$ cat src/hdl/lcdns_pkg.sv
// ----------------------------------------------------------------------------
// lcdns_pkg
// Types, codes and microcode layout for the character LCD nibble sequencer.
// ----------------------------------------------------------------------------
package lcdns_pkg;

	localparam int StepW = 5;

	typedef logic [StepW-1:0] step_t;

	// request codes
	localparam logic [2:0] FN_INIT   = 3'd0;
	localparam logic [2:0] FN_DATA   = 3'd1;
	localparam logic [2:0] FN_CURSOR = 3'd2;
	localparam logic [2:0] FN_CLEAR  = 3'd3;
	localparam logic [2:0] FN_OFF    = 3'd4;
	localparam logic [2:0] FN_STEADY = 3'd5;
	localparam logic [2:0] FN_BLINK  = 3'd6;
	localparam logic [2:0] FN_NONE   = 3'd7;

	// configuration register indexes
	localparam logic [1:0] REG_PULSE = 2'd0;
	localparam logic [1:0] REG_SHORT = 2'd1;
	localparam logic [1:0] REG_CLEAR = 2'd2;

	// fixed waits in us
	localparam logic [15:0] IDLE_US     = 16'd31000;
	localparam logic [15:0] FS1_WAIT_US = 16'd4500;
	localparam logic [15:0] FS2_WAIT_US = 16'd150;

	// program entry points
	localparam step_t EP_INIT   = 5'd0;
	localparam step_t EP_DATA   = 5'd10;
	localparam step_t EP_CURSOR = 5'd11;
	localparam step_t EP_CLEAR  = 5'd12;
	localparam step_t EP_OFF    = 5'd14;
	localparam step_t EP_STEADY = 5'd15;
	localparam step_t EP_BLINK  = 5'd16;

	typedef enum logic [1:0] {
		SRC_CONST = 2'd0,
		SRC_DATA  = 2'd1,
		SRC_ADDR  = 2'd2
	} src_t;

	typedef enum logic [2:0] {
		WT_SHORT = 3'd0,
		WT_CLEAR = 3'd1,
		WT_FS1   = 3'd2,
		WT_FS2   = 3'd3,
		WT_NONE  = 3'd4
	} wsel_t;

	// one control word per program step
	typedef struct packed {
		src_t        src;
		logic [7:0]  konst;
		logic        rs;
		wsel_t       wsel;
		logic        idle;   // single all-low power-up segment
		logic        fin;    // last step of the request
	} ucode_t;

	typedef struct packed {
		step_t entry;
		logic  ok;
	} dispatch_t;

endpackage

$ cat src/hdl/lcdns_urom.sv
// ----------------------------------------------------------------------------
// lcdns_urom
// Microcode ROM and request dispatch table.
// ----------------------------------------------------------------------------
module lcdns_urom
	import lcdns_pkg::*;
(
	input  step_t      step,
	input  logic [2:0] func,
	output ucode_t     uc,
	output dispatch_t  disp
);

	function automatic ucode_t mk(src_t s, logic [7:0] k, logic r, wsel_t w,
	                              logic i, logic f);
		ucode_t u;
		u.src   = s;
		u.konst = k;
		u.rs    = r;
		u.wsel  = w;
		u.idle  = i;
		u.fin   = f;
		return u;
	endfunction

	always_comb begin
		case (step)
			5'd0:    uc = mk(SRC_CONST, 8'h00, 1'b0, WT_NONE,  1'b1, 1'b0);
			5'd1:    uc = mk(SRC_CONST, 8'h30, 1'b0, WT_FS1,   1'b0, 1'b0);
			5'd2:    uc = mk(SRC_CONST, 8'h30, 1'b0, WT_FS2,   1'b0, 1'b0);
			5'd3:    uc = mk(SRC_CONST, 8'h30, 1'b0, WT_SHORT, 1'b0, 1'b0);
			5'd4:    uc = mk(SRC_CONST, 8'h20, 1'b0, WT_SHORT, 1'b0, 1'b0);
			5'd5:    uc = mk(SRC_CONST, 8'h20, 1'b0, WT_SHORT, 1'b0, 1'b0);
			5'd6:    uc = mk(SRC_CONST, 8'h28, 1'b0, WT_SHORT, 1'b0, 1'b0);
			5'd7:    uc = mk(SRC_CONST, 8'h0F, 1'b0, WT_SHORT, 1'b0, 1'b0);
			5'd8:    uc = mk(SRC_CONST, 8'h01, 1'b0, WT_CLEAR, 1'b0, 1'b0);
			5'd9:    uc = mk(SRC_CONST, 8'h06, 1'b0, WT_SHORT, 1'b0, 1'b1);
			5'd10:   uc = mk(SRC_DATA,  8'h00, 1'b1, WT_SHORT, 1'b0, 1'b1);
			5'd11:   uc = mk(SRC_ADDR,  8'h00, 1'b0, WT_SHORT, 1'b0, 1'b1);
			5'd12:   uc = mk(SRC_CONST, 8'h01, 1'b0, WT_CLEAR, 1'b0, 1'b0);
			5'd13:   uc = mk(SRC_CONST, 8'h02, 1'b0, WT_CLEAR, 1'b0, 1'b1);
			5'd14:   uc = mk(SRC_CONST, 8'h0C, 1'b0, WT_SHORT, 1'b0, 1'b1);
			5'd15:   uc = mk(SRC_CONST, 8'h0E, 1'b0, WT_SHORT, 1'b0, 1'b1);
			5'd16:   uc = mk(SRC_CONST, 8'h0F, 1'b0, WT_SHORT, 1'b0, 1'b1);
			default: uc = mk(SRC_CONST, 8'h00, 1'b0, WT_SHORT, 1'b0, 1'b1);
		endcase
	end

	always_comb begin
		disp.ok = 1'b1;
		case (func)
			FN_INIT:   disp.entry = EP_INIT;
			FN_DATA:   disp.entry = EP_DATA;
			FN_CURSOR: disp.entry = EP_CURSOR;
			FN_CLEAR:  disp.entry = EP_CLEAR;
			FN_OFF:    disp.entry = EP_OFF;
			FN_STEADY: disp.entry = EP_STEADY;
			FN_BLINK:  disp.entry = EP_BLINK;
			default: begin
				disp.entry = EP_INIT;
				disp.ok    = 1'b0;
			end
		endcase
	end

endmodule

$ cat src/hdl/lcdns_seq.sv
// ----------------------------------------------------------------------------
// lcdns_seq
// Step counter, nibble phase counter and segment datapath with output register.
// ----------------------------------------------------------------------------
module lcdns_seq
	import lcdns_pkg::*;
(
	input  logic        clk,
	input  logic        arst_n,
	input  logic        start,
	input  step_t       entry,
	input  ucode_t      uc,
	output step_t       step,
	output logic        busy,
	input  logic [7:0]  data_byte,
	input  logic [7:0]  addr_byte,
	input  logic [7:0]  pulse_us,
	input  logic [11:0] short_wait_us,
	input  logic [14:0] clear_wait_us,
	output logic        out_valid,
	input  logic        out_ready,
	output logic        out_rs,
	output logic        out_en,
	output logic [3:0]  out_nibble,
	output logic [15:0] out_hold,
	output logic        out_last
);

	typedef enum logic [1:0] {
		ST_IDLE = 2'b01,
		ST_RUN  = 2'b10
	} state_t;

	state_t      state_q;
	step_t       step_q;
	logic [2:0]  phase_q;
	logic        valid_q;
	logic        rs_q;
	logic        en_q;
	logic [3:0]  nib_q;
	logic [15:0] hold_q;
	logic        last_q;

	logic        adv;
	logic [7:0]  byte_val;
	logic [15:0] wait_val;
	logic [16:0] sum;
	logic        byte_end;
	logic        seg_en;
	logic [3:0]  seg_nib;
	logic [15:0] seg_hold;

	assign adv = (state_q == ST_RUN) && (!valid_q || out_ready);

	always_comb begin
		case (uc.src)
			SRC_DATA: byte_val = data_byte;
			SRC_ADDR: byte_val = addr_byte;
			default:  byte_val = uc.konst;
		endcase
	end

	always_comb begin
		case (uc.wsel)
			WT_SHORT: wait_val = {4'd0, short_wait_us};
			WT_CLEAR: wait_val = {1'b0, clear_wait_us};
			WT_FS1:   wait_val = FS1_WAIT_US;
			WT_FS2:   wait_val = FS2_WAIT_US;
			default:  wait_val = 16'd0;
		endcase
	end

	assign sum      = {9'd0, pulse_us} + {1'b0, wait_val};
	assign byte_end = uc.idle || (phase_q == 3'd5);

	always_comb begin
		seg_nib  = (phase_q < 3'd3) ? byte_val[7:4] : byte_val[3:0];
		seg_en   = (phase_q == 3'd1) || (phase_q == 3'd4);
		seg_hold = {8'd0, pulse_us};
		if (phase_q == 3'd5)
			seg_hold = sum[16] ? 16'hFFFF : sum[15:0];
		if (uc.idle) begin
			seg_nib  = 4'd0;
			seg_en   = 1'b0;
			seg_hold = IDLE_US;
		end
	end

	always_ff @(posedge clk or negedge arst_n) begin
		if (!arst_n) begin
			state_q <= ST_IDLE;
			step_q  <= EP_INIT;
			phase_q <= 3'd0;
			valid_q <= 1'b0;
		end else begin
			if (adv)
				valid_q <= 1'b1;
			else if (out_ready)
				valid_q <= 1'b0;
			if (start) begin
				state_q <= ST_RUN;
				step_q  <= entry;
				phase_q <= 3'd0;
			end else if (adv) begin
				if (byte_end) begin
					phase_q <= 3'd0;
					if (uc.fin)
						state_q <= ST_IDLE;
					else
						step_q <= step_q + 1'b1;
				end else begin
					phase_q <= phase_q + 1'b1;
				end
			end
		end
	end

	always_ff @(posedge clk) begin
		if (adv) begin
			rs_q   <= uc.rs & ~uc.idle;
			en_q   <= seg_en;
			nib_q  <= seg_nib;
			hold_q <= seg_hold;
			last_q <= byte_end & uc.fin;
		end
	end

	assign step       = step_q;
	assign busy       = (state_q == ST_RUN);
	assign out_valid  = valid_q;
	assign out_rs     = rs_q;
	assign out_en     = en_q;
	assign out_nibble = nib_q;
	assign out_hold   = hold_q;
	assign out_last   = last_q;

endmodule

$ cat src/hdl/char_lcd_nibble_sequencer.sv
// ----------------------------------------------------------------------------
// char_lcd_nibble_sequencer
// Turns LCD requests into timed pin segments for a 4-bit character LCD bus.
// ----------------------------------------------------------------------------
// A request is taken when the sequencer is free; it then issues one pin
// segment per cycle while the output side accepts them: 55 segments for
// initialize, 12 for clear, 6 for every other request, none for code 7.
// The rate is set by the microcode step counter, which walks one program step
// per byte and one nibble phase per cycle; the next request is taken in the
// cycle after the last segment enters the output register. Each segment
// gives rs, en, the D7..D4 nibble and the time in microseconds to hold them.
module char_lcd_nibble_sequencer
	import lcdns_pkg::*;
(
	input  logic        clk,
	input  logic        arst_n,
	input  logic        s_tvalid,
	output logic        s_tready,
	input  logic [23:0] s_tdata,   // func[2:0], data_byte[10:3], row[11], column[17:12]
	output logic        m_tvalid,
	input  logic        m_tready,
	output logic [23:0] m_tdata,   // en[0], nibble[4:1], hold_us[20:5]
	output logic        m_tuser,   // rs
	output logic        m_tlast,
	input  logic        wr_en,
	input  logic [1:0]  wr_index,
	input  logic [14:0] wr_data
);

	logic [7:0]  pulse_q;
	logic [11:0] short_q;
	logic [14:0] clear_q;
	logic [7:0]  data_q;
	logic [7:0]  addr_q;

	logic        s_acc;
	logic        busy;
	step_t       step;
	ucode_t      uc;
	dispatch_t   disp;
	logic        en;
	logic [3:0]  nibble;
	logic [15:0] hold_us;

	assign s_acc    = s_tvalid && s_tready;
	assign s_tready = !busy;

	always_ff @(posedge clk or negedge arst_n) begin
		if (!arst_n) begin
			pulse_q <= 8'd2;
			short_q <= 12'd50;
			clear_q <= 15'd2000;
		end else if (wr_en) begin
			case (wr_index)
				REG_PULSE: pulse_q <= wr_data[7:0];
				REG_SHORT: short_q <= wr_data[11:0];
				REG_CLEAR: clear_q <= wr_data;
				default: ;
			endcase
		end
	end

	always_ff @(posedge clk) begin
		if (s_acc) begin
			data_q <= s_tdata[10:3];
			addr_q <= {1'b1, s_tdata[11], s_tdata[17:12]};
		end
	end

	lcdns_urom u_urom (
		.step (step),
		.func (s_tdata[2:0]),
		.uc   (uc),
		.disp (disp)
	);

	lcdns_seq u_seq (
		.clk           (clk),
		.arst_n        (arst_n),
		.start         (s_acc && disp.ok),
		.entry         (disp.entry),
		.uc            (uc),
		.step          (step),
		.busy          (busy),
		.data_byte     (data_q),
		.addr_byte     (addr_q),
		.pulse_us      (pulse_q),
		.short_wait_us (short_q),
		.clear_wait_us (clear_q),
		.out_valid     (m_tvalid),
		.out_ready     (m_tready),
		.out_rs        (m_tuser),
		.out_en        (en),
		.out_nibble    (nibble),
		.out_hold      (hold_us),
		.out_last      (m_tlast)
	);

	assign m_tdata = {3'd0, hold_us, nibble, en};

	// a real request locks out the input side
	a_start_busy: assert property (@(posedge clk) disable iff (!arst_n)
		(s_acc && s_tdata[2:0] != FN_NONE) |=> !s_tready)
		else $error("request accepted but sequencer not busy");

	// unused code emits nothing
	a_none_free: assert property (@(posedge clk) disable iff (!arst_n)
		(s_acc && s_tdata[2:0] == FN_NONE) |=> s_tready)
		else $error("unused request code started the sequencer");

	// a request always ends with the strobe low
	a_last_en_low: assert property (@(posedge clk) disable iff (!arst_n)
		(m_tvalid && m_tlast) |-> !m_tdata[0])
		else $error("final segment with enable high");

endmodule
$ cat config.mk
export PLATFORM = sky130hd
export DESIGN_NAME = char_lcd_nibble_sequencer
export DESIGN_NICKNAME = d
export VERILOG_FILES = /design/src/hdl/lcdns_pkg.sv /design/src/hdl/lcdns_urom.sv /design/src/hdl/lcdns_seq.sv /design/src/hdl/char_lcd_nibble_sequencer.sv
export SDC_FILE = /design/constraint.sdc
export NUM_CORES = 1
export LEC_CHECK = 0
export BUFFER_PORTS_ARGS = -buffer_cell sky130_fd_sc_hd__buf_2
export CELL_PAD_IN_SITES_DETAIL_PLACEMENT = 1
export CELL_PAD_IN_SITES_GLOBAL_PLACEMENT = 1
export CORE_MARGIN = 3
export CORE_UTILIZATION = 32
export DETAILED_ROUTE_END_ITERATION = 6
export PLACE_DENSITY = 0.59
export SYNTH_ARGS = -nofsm -noshare
export SYNTH_HDL_FRONTEND = slang
export SYNTH_SLANG_ARGS = --single-unit
$ cat constraint.sdc
create_clock -name clk -period 3.6 [get_ports clk]
set_clock_uncertainty 0.05 [all_clocks]
set_input_delay 0.36 -clock clk [delete_from_list [all_inputs] [get_ports clk]]
set_output_delay 0.36 -clock clk [all_outputs]
set_load 0.01 [all_outputs]
==> results.md <==
* Core Area at 13900 sq um
* Final worst path period share at 95.9%
* Commonest non-fill, non-tap cell in the layout: buf_2
* Failing checks: hold timing
* Setup-failing EPs final at 0
* Final WL at 11600 um
* Clk buf depth at 2
* Initial core utilization at 32.9%
* FILL cells at 1554
* Critical path's slowest cell: dfrtp_1
* Post-synth EDFFs at 38
* Tightest Pin Transition at 977 ps
* Highest metal used: met4
* CP required at 3720 ps
* P&R area growth vs syn at 22.7%
* DRT antenna net count at 0
* Drt pass-1 iters at 4
* Worst setup EP type: flop
* Number of core rows at 43
* First-pass GRT wire length at 19200 um
* Leak Pwr at 2.35 nW
* Initial antenna violation count at 0
* Die Area at 15800 sq um
* Critical Path AT at 3570 ps
* Synthesized cell area at 4580 sq um
* Share of cells above drive strength 1 at 35.8%
* Vias in the first global route at 3644
* Hold_buf cts at 0
* CP peak stage delay at 410 ps
* CTS root buffer: clkbuf_16
* NumNets Final at 570
* Yosys warnings at 0
* #FFs+latches synth at 84
* I/O Buffers at 64
* Syn avg cell area at 10.8 sq um
* Top_reg_cell synth: edfxtp_1
* Worst R2R Start: u_seq.step[1]
* Met3 WL at 356 um
* Vias/cell at 4.96
* Hold Path Class: input pin to asynchronous set/reset pin
* Post-synth cell types at 55
* IO Pins at 74
* Critical Path Start Type: flop
* Synthesized instance count at 425
* Largest net degree at the start of global routing at 30
* Die X at 126 um
* Detailed-route wire length per cell at 16.8 um
* Worst skew pair latency at 340 ps
* Final Max Slew Viols at 0
* Routability cong. at 0.818
* Pwr Total at 4.80 mW
* Worst Setup SP: u_seq.step[1]
* Area leader, netlist: edfxtp_1
* Seq/Total Area, Yosys at 50.3%
* Maximum VDD drop at 0.276 mV
* Share of Yosys cell area claimed by the top area cell type at 24.9%
* Async SR Flop Fraction at 54.8%
* GRT overflow at 0
* PwrDens at 853 nW/um^2
* Post-Synth XOR/XNOR Area at 2.68%
* Critical path class: flop to flop
* Fin crit period at 3450 ps
* Unrepaired setup endpoints after global routing: true
* GRT Total Usage at 15.3%
* Diode count at 0
* Max Cap Viol at 0
* Design area at 5620 sq um
* Clock slew at reported path FFs at 60 ps
* Initial DRC count at 204
* H-tree depth at 3
* Status: finished, violations left
* Most frequent cells in the layout: buf_2, nand2_1, edfxtp_1
* Largest family of logic cells by synthesized area: simple AND/OR/NAND/NOR gates
* Area share of and/or/nand/nor cells after synthesis at 14.5%
* Post-Synth Adder-Cell Area at 5.90%
* Via Count at 3415
* Worst slew margin at 34.6%
* Final Hold Viols at 2
* Synth Area in Compound Gates at 12.8%
* Placed instance area at 5190 sq um
* WHS at -1.30 ps
* CP Cell Sequence: inv_2 > ha_4 > mux2_4 > a21oi_4 > buf_6 > mux2i_2 > a21oi_1 > ha_1 > and2_1 > o21ai_1 > a31oi_1 > nor3b_4 > buf_4 > nand2_2 > xor2_1 > nor3_1
* Sink Count at 84
* Met1 wire length at 5790 um
* Crit path max fanout at 10
* Area contributors post-synth: edfxtp_1, dfrtp_1, mux2_2
* Max Freq at 290 MHz
* TritonCTS clock tree: done
* Die Ht at 126 um
* Cts bufs inserted at 9
* Post-synthesis mux area share at 9.91%
* Detailed placement HPWL at 8750 um
* Remaining DRCs at 0
* Met2 routed wirelength at 5290 um
## synthesized netlist by cell type, types with 7 or more instances
cell type,number
o21ai_0,17
nor3_1,15
dfstp_2,11
dfrtp_1,35
xor2_1,7
inv_1,13
mux2_2,35
xnor2_1,7
a21oi_1,38
edfxtp_1,38
nand2_1,45
clkbuf_1,9
ha_1,20
nor2_1,30
## cells by family after synthesis
group,count (synthesis)
AND/OR/NAND/NOR,132
buffers and inverters,36
other,1
adder cells (fa/ha/maj),21
flip-flops,84
AO/OA/AOI/OAI,96
XOR/XNOR,14
multiplexers,41
## stage by stage
| stage | instances | worst slack [ps] | setup TNS, ps | hold WS (ps) | utilization (%) |
|---|---|---|---|---|---|
| 6_report | 688 | 149 | 0 | -1.30 | 40.4 |
| 5_1_grt | 688 | -71.3 | -177 | 42.4 | 40.4 |
| 4_1_cts | 686 | 34.4 | 0 | 10.6 | 39.7 |
| 3_5_place_dp | 670 | -4.82 | -4.82 | 379 | 37.2 |
| 3_3_place_gp | 670 | 31.6 | 0 | 372 | 37.2 |
| 2_1_floorplan | 427 | 1.95 | 0 | 14.4 | - |
## worst paths after layout
path                            cells past startpoint                  to  slack [ps]
worst max-delay path                               16  u_seq.out_hold[10]         150
worst min-delay path                                1          short_q[7]          -1
worst max register to register                     16  u_seq.out_hold[10]         150
worst min register to register                      1    u_seq.state_q[1]         450
max in group asynchronous                           2    u_seq.state_q[0]        2740
min in group clk                                    1           data_q[3]         140
## state kept, by name, indices dropped and copies added, names as in the netlist, 2 cells and up
| name | cells |
|---|---|
| u_seq.out_hold | 16 |
| clear_q | 15 |
| short_q | 12 |
| data_q | 8 |
| pulse_q | 8 |
| addr_q | 7 |
| u_seq.step | 5 |
| u_seq.out_nibble | 4 |
| u_seq.phase_q | 3 |
| u_seq.state_q | 2 |
## power breakdown
part / internal (mW) / total (mW) / switching (mW)
clock: 0.613 / 0.994 / 0.381
combinational: 0.968 / 2.23 / 1.26
sequential: 1.40 / 1.58 / 0.180
total: 2.98 / 4.80 / 1.82
## critical path, delay by kind of cell (launching register included)
family / cells / cell delay, ps
compound gates: 4 / 600
xor+xnor: 1 / 140
mux: 2 / 530
fa+ha+maj: 2 / 510
buf+inv: 3 / 400
flops: 1 / 410
simple gates: 4 / 660
## metal layers
layer | GRT usage [%] | vias up
li1 | - | 1683
met1 | 21.7 | 1670
met2 | 23.8 | 53
met3 | 2.93 | 9
met4 | 4.40 | 0
met5 | 0 | -
## area by class of cell
type	count	area (sq um)	share of cell area [%]
Sequential cell	84	2310	41.0
Multi-Input combinational cell	307	2200	39.2
Timing Repair Buffer	88	504	8.97
Clock buffer	13	314	5.58
Tap cell	180	225	4.00
Inverter	13	48.8	0.868
Clock inverter	3	20.0	0.356
## repair_timing
action | in CTS | in global routing
resized for setup | 2 | 21
setup buffers | 0 | 2
pin swaps | 0 | 10
endpoints found under the setup margin | 4 | 8
Note: power is estimated with default switching activity, not from simulation.
